**src/design/dcsd_pkg.sv**
```systemverilog
// Shared types, opcodes and decode helpers for the draw command stream decoder.
`timescale 1ns / 1ps

package dcsd_pkg;

   typedef enum logic [2:0] {
      KIND_FRAME      = 3'd0,
      KIND_VIEW       = 3'd1,
      KIND_BACKGROUND = 3'd2,
      KIND_SPRITE     = 3'd3,
      KIND_PLAYERS    = 3'd4,
      KIND_SET        = 3'd5,
      KIND_CLEAR      = 3'd6,
      KIND_BAD        = 3'd7
   } kind_type;

   localparam logic [7:0] OP_FRAME     = 8'hff;
   localparam logic [7:0] OP_LAST      = 8'h05;
   localparam int         PAYLOAD_MAX  = 6;
   localparam int         RSP_DATA_W   = 112;

   typedef logic [PAYLOAD_MAX-1:0][7:0] payload_type;

   // One finished command: its kind and the payload bytes that belong to it.
   typedef struct packed {
      kind_type    kind;
      payload_type bytes;
   } cmd_entry_type;

   typedef struct packed {
      kind_type           kind;
      logic [11:0]        pos_x;
      logic [11:0]        pos_y;
      logic [11:0]        second_x;
      logic [11:0]        second_y;
      logic [3:0]         image_group;
      logic [3:0]         sub_image;
      logic [7:0]         cell_x;
      logic [7:0]         cell_y;
      logic signed [31:0] frame_size;
      logic [7:0]         bad_opcode;
   } result_type;

   function automatic logic [2:0] payload_len(input kind_type kind);
      logic [2:0] len;
      case (kind)
         KIND_FRAME:   len = 3'd4;
         KIND_VIEW:    len = 3'd3;
         KIND_SPRITE:  len = 3'd4;
         KIND_PLAYERS: len = 3'd6;
         KIND_SET:     len = 3'd3;
         KIND_CLEAR:   len = 3'd2;
         default:      len = 3'd0;
      endcase
      return len;
   endfunction

   // x takes the low byte and the upper nibble of the middle byte
   function automatic logic [11:0] unpack_x(input logic [7:0] b0, input logic [7:0] b1);
      return {b1[7:4], b0};
   endfunction

   // y takes the lower nibble of the middle byte and the top byte
   function automatic logic [11:0] unpack_y(input logic [7:0] b1, input logic [7:0] b2);
      return {b2, b1[3:0]};
   endfunction

endpackage

```
**src/design/dcsd_front.sv**
```systemverilog
// Byte parser: classifies opcodes, collects payload bytes and emits finished commands.
`timescale 1ns / 1ps

module dcsd_front import dcsd_pkg::*; (
   input  logic          clock,
   input  logic          reset,
   input  logic          accept,
   input  logic [7:0]    data_byte,
   input  logic          buffer_start,
   output logic          push,
   output cmd_entry_type push_entry
);

   logic        open_ff, open_in;
   kind_type    kind_ff, kind_in;
   logic [2:0]  seen_ff, seen_in;
   logic        halted_ff, halted_in;
   payload_type payload_ff, payload_in;

   logic        open_eff;
   logic        halt_eff;
   logic [2:0]  seen_eff;
   logic [2:0]  seen_next;
   payload_type merged;
   logic        op_known;
   kind_type    op_kind;

   // a flagged byte drops any open command and lifts a halt
   assign open_eff  = open_ff & ~buffer_start;
   assign halt_eff  = halted_ff & ~buffer_start;
   assign seen_eff  = buffer_start ? 3'd0 : seen_ff;
   assign seen_next = seen_eff + 3'd1;

   always_comb begin
      merged = payload_ff;
      for (int i = 0; i < PAYLOAD_MAX; i++) begin
         if (seen_eff == 3'(i)) begin
            merged[3'(i)] = data_byte;
         end
      end
   end

   always_comb begin
      op_known = 1'b1;
      op_kind  = KIND_BAD;
      if (data_byte == OP_FRAME) begin
         op_kind = KIND_FRAME;
      end else if (data_byte <= OP_LAST) begin
         op_kind = kind_type'(data_byte[2:0] + 3'd1);
      end else begin
         op_known = 1'b0;
      end
   end

   always_comb begin
      open_in    = open_ff;
      kind_in    = kind_ff;
      seen_in    = seen_ff;
      halted_in  = halted_ff;
      payload_in = payload_ff;
      push       = 1'b0;
      push_entry = '0;
      if (accept) begin
         open_in   = open_eff;
         seen_in   = seen_eff;
         halted_in = halt_eff;
         if (!halt_eff) begin
            if (!open_eff) begin
               if (!op_known) begin
                  push                = 1'b1;
                  push_entry.kind     = KIND_BAD;
                  push_entry.bytes[0] = data_byte;
                  halted_in           = 1'b1;
               end else if (payload_len(op_kind) == 3'd0) begin
                  push            = 1'b1;
                  push_entry.kind = op_kind;
               end else begin
                  open_in = 1'b1;
                  kind_in = op_kind;
                  seen_in = 3'd0;
               end
            end else begin
               payload_in = merged;
               seen_in    = seen_next;
               if (seen_next >= payload_len(kind_ff)) begin
                  push             = 1'b1;
                  push_entry.kind  = kind_ff;
                  push_entry.bytes = merged;
                  open_in          = 1'b0;
                  seen_in          = 3'd0;
               end
            end
         end
      end
   end

   always_ff @(posedge clock) begin
      if (reset) begin
         open_ff   <= 1'b0;
         kind_ff   <= KIND_FRAME;
         seen_ff   <= 3'd0;
         halted_ff <= 1'b0;
      end else begin
         open_ff   <= open_in;
         kind_ff   <= kind_in;
         seen_ff   <= seen_in;
         halted_ff <= halted_in;
      end
   end

   always_ff @(posedge clock) begin
      payload_ff <= payload_in;
   end

`ifndef ASSERT_OFF
   a_halt_closed: assert property (@(posedge clock) disable iff (reset)
      halted_ff |-> !open_ff)
      else $error("halted with a command open");

   a_seen_range: assert property (@(posedge clock) disable iff (reset)
      open_ff |-> (seen_ff < payload_len(kind_ff)))
      else $error("payload count past command length");

   a_bad_halts: assert property (@(posedge clock) disable iff (reset)
      (push && push_entry.kind == KIND_BAD) |=> halted_ff)
      else $error("bad opcode did not halt the parser");
`endif

endmodule

```
**src/design/dcsd_queue.sv**
```systemverilog
// Short command queue between the parser and the result stage.
`timescale 1ns / 1ps

module dcsd_queue import dcsd_pkg::*; #(
   parameter int QUEUE_DEPTH = 4
) (
   input  logic          clock,
   input  logic          reset,
   input  logic          push,
   input  cmd_entry_type push_entry,
   input  logic          pop,
   output logic          full,
   output logic          not_empty,
   output cmd_entry_type head
);

   localparam int PTR_W = (QUEUE_DEPTH > 1) ? $clog2(QUEUE_DEPTH) : 1;
   localparam int CNT_W = $clog2(QUEUE_DEPTH + 1);

   cmd_entry_type entry_ff [QUEUE_DEPTH];
   logic [PTR_W-1:0] wr_ptr_ff, wr_ptr_in;
   logic [PTR_W-1:0] rd_ptr_ff, rd_ptr_in;
   logic [CNT_W-1:0] count_ff, count_in;
   logic             do_push;
   logic             do_pop;

   assign full      = (count_ff == CNT_W'(QUEUE_DEPTH));
   assign not_empty = (count_ff != '0);
   assign head      = entry_ff[rd_ptr_ff];
   assign do_push   = push & ~full;
   assign do_pop    = pop & not_empty;

   always_comb begin
      wr_ptr_in = wr_ptr_ff;
      rd_ptr_in = rd_ptr_ff;
      count_in  = count_ff;
      if (do_push) begin
         wr_ptr_in = (wr_ptr_ff == PTR_W'(QUEUE_DEPTH - 1)) ? '0 : wr_ptr_ff + PTR_W'(1);
      end
      if (do_pop) begin
         rd_ptr_in = (rd_ptr_ff == PTR_W'(QUEUE_DEPTH - 1)) ? '0 : rd_ptr_ff + PTR_W'(1);
      end
      case ({do_push, do_pop})
         2'b10:   count_in = count_ff + CNT_W'(1);
         2'b01:   count_in = count_ff - CNT_W'(1);
         default: count_in = count_ff;
      endcase
   end

   always_ff @(posedge clock) begin
      if (reset) begin
         wr_ptr_ff <= '0;
         rd_ptr_ff <= '0;
         count_ff  <= '0;
      end else begin
         wr_ptr_ff <= wr_ptr_in;
         rd_ptr_ff <= rd_ptr_in;
         count_ff  <= count_in;
      end
   end

   always_ff @(posedge clock) begin
      if (do_push) begin
         entry_ff[wr_ptr_ff] <= push_entry;
      end
   end

`ifndef ASSERT_OFF
   a_no_overflow: assert property (@(posedge clock) disable iff (reset)
      !(push && full))
      else $error("push into a full queue");

   a_count_range: assert property (@(posedge clock) disable iff (reset)
      count_ff <= CNT_W'(QUEUE_DEPTH))
      else $error("queue count out of range");
`endif

endmodule

```
**src/design/dcsd_back.sv**
```systemverilog
// Result stage: decodes the queued command into output fields and holds the result.
`timescale 1ns / 1ps

module dcsd_back import dcsd_pkg::*; (
   input  logic          clock,
   input  logic          reset,
   input  logic          head_valid,
   input  cmd_entry_type head,
   output logic          pop,
   output logic          out_valid,
   input  logic          out_ready,
   output result_type    out_result
);

   logic       valid_ff, valid_in;
   result_type result_ff;
   result_type decoded;

   always_comb begin
      decoded      = '0;
      decoded.kind = head.kind;
      case (head.kind)
         KIND_FRAME: begin
            decoded.frame_size = {head.bytes[3], head.bytes[2], head.bytes[1], head.bytes[0]};
         end
         KIND_VIEW: begin
            decoded.pos_x = unpack_x(head.bytes[0], head.bytes[1]);
            decoded.pos_y = unpack_y(head.bytes[1], head.bytes[2]);
         end
         KIND_SPRITE: begin
            decoded.pos_x       = unpack_x(head.bytes[0], head.bytes[1]);
            decoded.pos_y       = unpack_y(head.bytes[1], head.bytes[2]);
            decoded.image_group = head.bytes[3][7:4];
            decoded.sub_image   = head.bytes[3][3:0];
         end
         KIND_PLAYERS: begin
            decoded.pos_x    = unpack_x(head.bytes[0], head.bytes[1]);
            decoded.pos_y    = unpack_y(head.bytes[1], head.bytes[2]);
            decoded.second_x = unpack_x(head.bytes[3], head.bytes[4]);
            decoded.second_y = unpack_y(head.bytes[4], head.bytes[5]);
         end
         KIND_SET: begin
            decoded.cell_x      = head.bytes[0];
            decoded.cell_y      = head.bytes[1];
            decoded.image_group = head.bytes[2][7:4];
            decoded.sub_image   = head.bytes[2][3:0];
         end
         KIND_CLEAR: begin
            decoded.cell_x = head.bytes[0];
            decoded.cell_y = head.bytes[1];
         end
         KIND_BAD: begin
            decoded.bad_opcode = head.bytes[0];
         end
         default: begin
            decoded.kind = head.kind;
         end
      endcase
   end

   // load whenever the output register is empty or being drained this cycle
   assign pop = head_valid & (~valid_ff | out_ready);

   always_comb begin
      valid_in = valid_ff;
      if (pop) begin
         valid_in = 1'b1;
      end else if (out_ready) begin
         valid_in = 1'b0;
      end
   end

   always_ff @(posedge clock) begin
      if (reset) begin
         valid_ff <= 1'b0;
      end else begin
         valid_ff <= valid_in;
      end
   end

   always_ff @(posedge clock) begin
      if (pop) begin
         result_ff <= decoded;
      end
   end

   assign out_valid  = valid_ff;
   assign out_result = result_ff;

endmodule

```
**src/design/draw_command_stream_decoder.sv**
```systemverilog
// Top level of the draw command stream decoder: ports, beat packing and part wiring.
`timescale 1ns / 1ps
//
// Usage:
//   req_ channel carries one command-stream byte per beat in req_tdata; req_tuser
//   flags the first byte of a new buffer, which drops any partial command, lifts
//   a halt and is parsed as an opcode.
//   rsp_ channel carries one decoded command per beat: the kind in rsp_tuser and
//   every decoded field in rsp_tdata, fields a kind does not use held at zero.
//   An unknown opcode gives a bad-opcode beat; bytes are then dropped until a
//   flagged byte arrives.
// Timing:
//   The beat that completes a command writes it into the queue; it then moves to
//   the result register and appears on rsp_tvalid. Throughput is one byte per cycle
//   while the queue has room, set by the parser and the result register's one-per-cycle drain.
// Stall:
//   Finished commands wait in a QUEUE_DEPTH-entry queue; req_tready drops only
//   when that queue is full, so the receiver may stall freely.
// Reset:
//   Synchronous; clears the parser state, the queue and the result valid flag. No
//   clearing pass is needed, so req_tready is high the cycle after reset.
//
module draw_command_stream_decoder import dcsd_pkg::*; #(
   parameter int QUEUE_DEPTH = 4
) (
   input  logic                  clock,
   input  logic                  reset,
   input  logic                  req_tvalid,
   output logic                  req_tready,
   input  logic [7:0]            req_tdata,   // data_byte[7:0]
   input  logic                  req_tuser,   // buffer_start
   output logic                  rsp_tvalid,
   input  logic                  rsp_tready,
   // pos_x[11:0], pos_y[23:12], second_x[35:24], second_y[47:36],
   // image_group[51:48], sub_image[55:52], cell_x[63:56], cell_y[71:64],
   // frame_size[103:72], bad_opcode[111:104]
   output logic [RSP_DATA_W-1:0] rsp_tdata,
   output logic [2:0]            rsp_tuser    // kind[2:0]
);

   logic          accept;
   logic          push;
   cmd_entry_type push_entry;
   logic          queue_full;
   logic          queue_not_empty;
   cmd_entry_type queue_head;
   logic          pop;
   result_type    result;

   // take a beat whenever the queue has room for the command it may finish
   assign req_tready = ~queue_full;
   assign accept     = req_tvalid & req_tready;

   dcsd_front u_front (
      .clock        (clock),
      .reset        (reset),
      .accept       (accept),
      .data_byte    (req_tdata),
      .buffer_start (req_tuser),
      .push         (push),
      .push_entry   (push_entry)
   );

   dcsd_queue #(
      .QUEUE_DEPTH (QUEUE_DEPTH)
   ) u_queue (
      .clock      (clock),
      .reset      (reset),
      .push       (push),
      .push_entry (push_entry),
      .pop        (pop),
      .full       (queue_full),
      .not_empty  (queue_not_empty),
      .head       (queue_head)
   );

   dcsd_back u_back (
      .clock      (clock),
      .reset      (reset),
      .head_valid (queue_not_empty),
      .head       (queue_head),
      .pop        (pop),
      .out_valid  (rsp_tvalid),
      .out_ready  (rsp_tready),
      .out_result (result)
   );

   // pack the result fields, first field lowest
   assign rsp_tuser = result.kind;
   assign rsp_tdata = {result.bad_opcode,
                       result.frame_size,
                       result.cell_y,
                       result.cell_x,
                       result.sub_image,
                       result.image_group,
                       result.second_y,
                       result.second_x,
                       result.pos_y,
                       result.pos_x};

endmodule
```
**config.mk**
```make
export PLATFORM = sky130hd
export DESIGN_NAME = draw_command_stream_decoder
export DESIGN_NICKNAME = d
export VERILOG_FILES = /design/src/design/dcsd_pkg.sv /design/src/design/dcsd_front.sv /design/src/design/dcsd_queue.sv /design/src/design/dcsd_back.sv /design/src/design/draw_command_stream_decoder.sv
export SDC_FILE = /design/constraint.sdc
export NUM_CORES = 1
export LEC_CHECK = 0
export BUFFER_PORTS_ARGS = -buffer_cell sky130_fd_sc_hd__buf_2
export CORE_ASPECT_RATIO = 2
export CORE_MARGIN = 5
export CORE_UTILIZATION = 40
export DETAILED_ROUTE_END_ITERATION = 16
export PLACE_DENSITY = 0.63
export SYNTH_ARGS = -nofsm -noshare
export SYNTH_HDL_FRONTEND = slang
export SYNTH_SLANG_ARGS = --single-unit
```
**constraint.sdc**
```tcl
create_clock -name clock -period 9.7 [get_ports clock]
set_input_delay 1.94 -clock clock [delete_from_list [all_inputs] [get_ports clock]]
set_output_delay 1.94 -clock clock [all_outputs]
set_load 0.05 [all_outputs]
```
==> metrics.sh <==
FIRST_PASS_GRT_WIRE_LENGTH_UM=36100
GRT_OVERFLOW=0
ROUTE.DETAILED.WL_PER_INST_UM=19.3
FINAL.PERIOD_UTILIZATION_PCT=52.0
MAXCLOCKFREQUENCY_GHz=0.198
OUTCOME='finished clean'
CLOCK_PATH_BUFFERS=3
SYNTH-SEQ-AREA-SHARE_PCT=71.9
FINALMAXSLEWVIOLATIONS=0
MET2ROUTEDLENGTH_UM=12800
CLK_PIN_SLEW_NS=0.06
MULTI_INPUT_COMB_AREA_SQ_UM=3090
CRITICAL_PATH_BUF_INV_COUNT=4
SYNTH_ENABLE_FLOP_CELLS=271
SYNTH.FF_LATCH_COUNT=289
GRT_SETUP_UNREPAIRED='no'
ROWS=89
ROUTE.MET3.WL_UM=1060
POWER.DENSITY_CELL_AREA_nW_PER_UM2=347
R2R_SETUP_SLK_NS=5.90
FIN_TNS_SETUP_NS=0
ANTENNADIODECOUNT=0
HPWLAFTERDP_UM=15900
DRT.ANTENNA.VIOLATING_NETS=0
SW_FRAC_OF_TOTAL_PCT=40.2
CLOCK_SKEW_NS=0.0103
WORST_HOLD_SLACK_NS=0.511
FINISH.NET_COUNT=839
CRITPATHARRIVALTIME_NS=5.50
CRITICAL_PATH_REQUIRED_NS=10.16
POST_SYNTH_INST_COUNT=687
POWER_REPORT.INTERNAL_TOTAL_mW=2.81
SYNTH_AREA_LEADER_CELL='edfxtp_1'
DIE_W_UM=132
MET1_LENGTH_UM=8330
PWR-SHARE-CLK_PCT=21.7
POSTPLACECELLAREA_SQ_UM=12700
ROUTED_WIRE_LENGTH_UM=23000
INITIAL_STANDARD_CELL_UTILIZATION_OF_THE_CORE_PCT=40.2
NET_SWITCHING_mW=1.89
CTS-ROOT-BUF='clkbuf_16'
TRITONROUTE_PASS_1_ITERS=4
POWER.SHARE.COMBINATIONAL_PCT=38.8
PIN_COUNT=130
YOSYSUNIQUECELLTYPES=49
SYNTH_LARGEST_TYPE_AREA_FRACTION_PCT=68.8
FILLCELLCOUNT=2563
GRT_START_MAX_NET_PINS=77
TIMING.CRITICAL_PATH.SLOWEST_STAGE_CELL='a311oi_4'
YOSYS_WARNINGS=0
IO_BUFFERS=113
SYNTHARSTFLOPSHARE_PCT=0
DIE_HEIGHT_UM=253
CLK-INSERTION-DELAY-LATE_NS=0.53
YOSYS.CELL_COUNT.TOP_TYPE='edfxtp_1'
AVGVIACOUNTPERCELL=5.04
SYN-MEAN-INSTANCE-AREA_SQ_UM=17.2
POWER.STATIC_LEAKAGE_nW=4.86
SEQUENTIAL_CELL_AREA_SQ_UM=8500
VIAS=5992
CTS_HOLD_REPAIR.BUFFERS=0
FINAL_LAYOUT_SIZE_SUFFIX_GT1_SHARE_PCT=30.4
SYNTH.TOP_CELLS.BY_COUNT='271 x edfxtp_1, 52 x and2_1, 35 x mux4_2'
NUMBER_OF_BUFFERS_CREATED_BY_CTS=25
POST-CTS-SETUP-BUFFERS=0
PATH_CELLS='buf_2 > nand2b_1 > inv_1 > ha_1 > ha_1 > inv_1 > ha_1 > nand2_1 > o211ai_1 > nand2_1 > a311oi_4 > inv_1 > ha_1 > fa_1 > xnor2_1 > or3_1 > a21oi_1'
IR_DROP_mV=0.178
FINALSETUPVIOLATIONS=0
CRITICAL-PATH-TOP-DELAY-FAMILY='adder cells'
ANTENNA_VIOLATIONS_BEFORE_REPAIR=0
DRT_ITER0_DRC=315
TIMING.MAX_CAP.VIOLATIONS=0
POST_SYN_AREA_SQ_UM=11800
SETUP.WORST_PATH.START_CLASS='input pin'
CRITICAL_PATH_PEAK_FANOUT=8
TIMING_HOLD_VIOLATIONS_FINAL=0
CRITICALPATHCATEGORY='in2reg'
TIGHTESTPINTRANSITION_NS=1.01
P_SEQ_SHARE_PCT=39.5
SYNTHTOPCELLSBYAREA='edfxtp_1 69%, mux4_2 6.7%, dfxtp_1 3.0%, and2_1 2.8%, mux2_2 2.2%'
CRITICAL-PATH-TOP-CELL-BY-COUNT='ha_1'
GPL.FINAL_WEIGHTED_CONGESTION=0.814
VIAS_IN_THE_FIRST_GLOBAL_ROUTE=6335
FLOW.AREA_GROWTH_FROM_SYNTHESIS_PCT=14.6
GRT_USAGE_PCT=13.6
CTS_HTREE_LEVELS=1
CRITPATHMAXSTAGEDELAY_NS=0.46
ENDPOINT_KIND='flop'
FP.DIEAREA_SQ_UM=33300
POST_ROUTE_DRC=0
HIGHEST-SIGNAL-LAYER='met4'
MIN-DELAY-PATH-CLASS='reg2reg'
YS_DOMINANT_REG_CELL='edfxtp_1'
NON_FILLER_CELL_AREA_FINAL_SQ_UM=13500
FINALWORSTPATHREQUIREDPERIOD_NS=5.05
STD_CELL_CORE_AREA_SQ_UM=29400
NUMCLOCKSINKS=289
CTS_RESIZED=0
TIMING.SLEW.HEADROOM_PCT=32.5
TRITONCTS='built'
area by class of cell:
type                            count  share of cell area (%)
Clock inverter                     16                    1.43
Sequential cell                   289                    62.7
Inverter                           13                   0.360
Clock buffer                       28                    4.70
Tap cell                          364                    3.36
Timing Repair Buffer              121                    4.62
Multi-Input combinational cell    358                    22.8
logic make-up after synthesis:
| group | after synthesis | synth area share (%) |
|---|---|---|
| muxes | 64 | 9.45 |
| adders and majority gates | 18 | 1.97 |
| and+or+nand+nor | 195 | 10.0 |
| DFF | 289 | 71.9 |
| xor gates and xnor gates | 4 | 0.360 |
| AOI/OAI and AO/OA | 61 | 3.73 |
| buffers and inverters | 55 | 2.57 |
| other | 1 | 0.0317 |
placed cells by master (no fill, tap or decap), types with 17 or more instances in the layout:
cell and instances:
edfxtp_1 271, buf_2 113, and2_1 52, mux4_2 35
nor2b_1 30, clkbuf_16 25, nand2_1 24, mux2_2 23
nor2_1 20, nor2b_2 20, and3_1 17, a21oi_1 17
ha_1 17, dfxtp_1 17
power groups by stage:
stage	registers (mW)	logic [mW]	clock network, mW
final	1.86	1.83	1.02
after global placement	1.89	1.85	0
after CTS	1.87	1.86	1.05
after global routing	1.89	1.94	1.09
after floorplan	2.68	0.686	0
after detailed placement	1.90	1.86	0
worst paths after layout:
check	endpoint	start	cells past startpoint
setup reg to reg	u_queue.count_ff[2]	u_front.seen_ff[0]	16
setup / recovery	u_queue.count_ff[2]	req_tuser	17
hold / removal	u_back.out_valid	u_back.out_valid	2
hold reg to reg	u_back.out_valid	u_back.out_valid	2
worst register-to-register path, delay by kind of cell (launching register included):
family                     cells  cell delay [ns]
AOI/OAI and AO/OA              3             0.84
buffers and inverters          3             0.24
and+or+nand+nor                4             0.70
adders and majority gates      5             1.47
DFF                            1             0.34
xor gates and xnor gates       1             0.14
per-stage QoR:
step                      worst slack, ns  instances  total power, mW  utilization (%)
after floorplan                      1.17        702             3.37                -
after global placement               4.24       1145             3.73             43.3
after detailed placement             4.15       1145             3.75             43.3
after CTS                            4.67       1189             4.78             46.1
after global routing                 4.45       1189             4.92             46.1
final                                4.65       1189             4.70             46.1
sequential cells by signal, summed over array words and instances (netlist names), named ones only:
signal              count
u_queue.entry_ff      140
u_back.out_result      99
u_front.payload_ff     32
u_front.kind_ff         3
u_front.seen_ff         3
u_queue.count_ff        3
u_queue.rd_ptr_ff       2
u_queue.wr_ptr_ff       2
u_back.out_valid        1
u_front.halted_ff       1
u_front.open_ff         1
metal layers:
| layer | up-vias | track usage (%) |
|---|---|---|
| li1 | 2815 | - |
| met1 | 2984 | 14.5 |
| met2 | 149 | 25.9 |
| met3 | 44 | 2.52 |
| met4 | 0 | 5.83 |
| met5 | - | 0 |
Power figures use the tool's default switching activity.
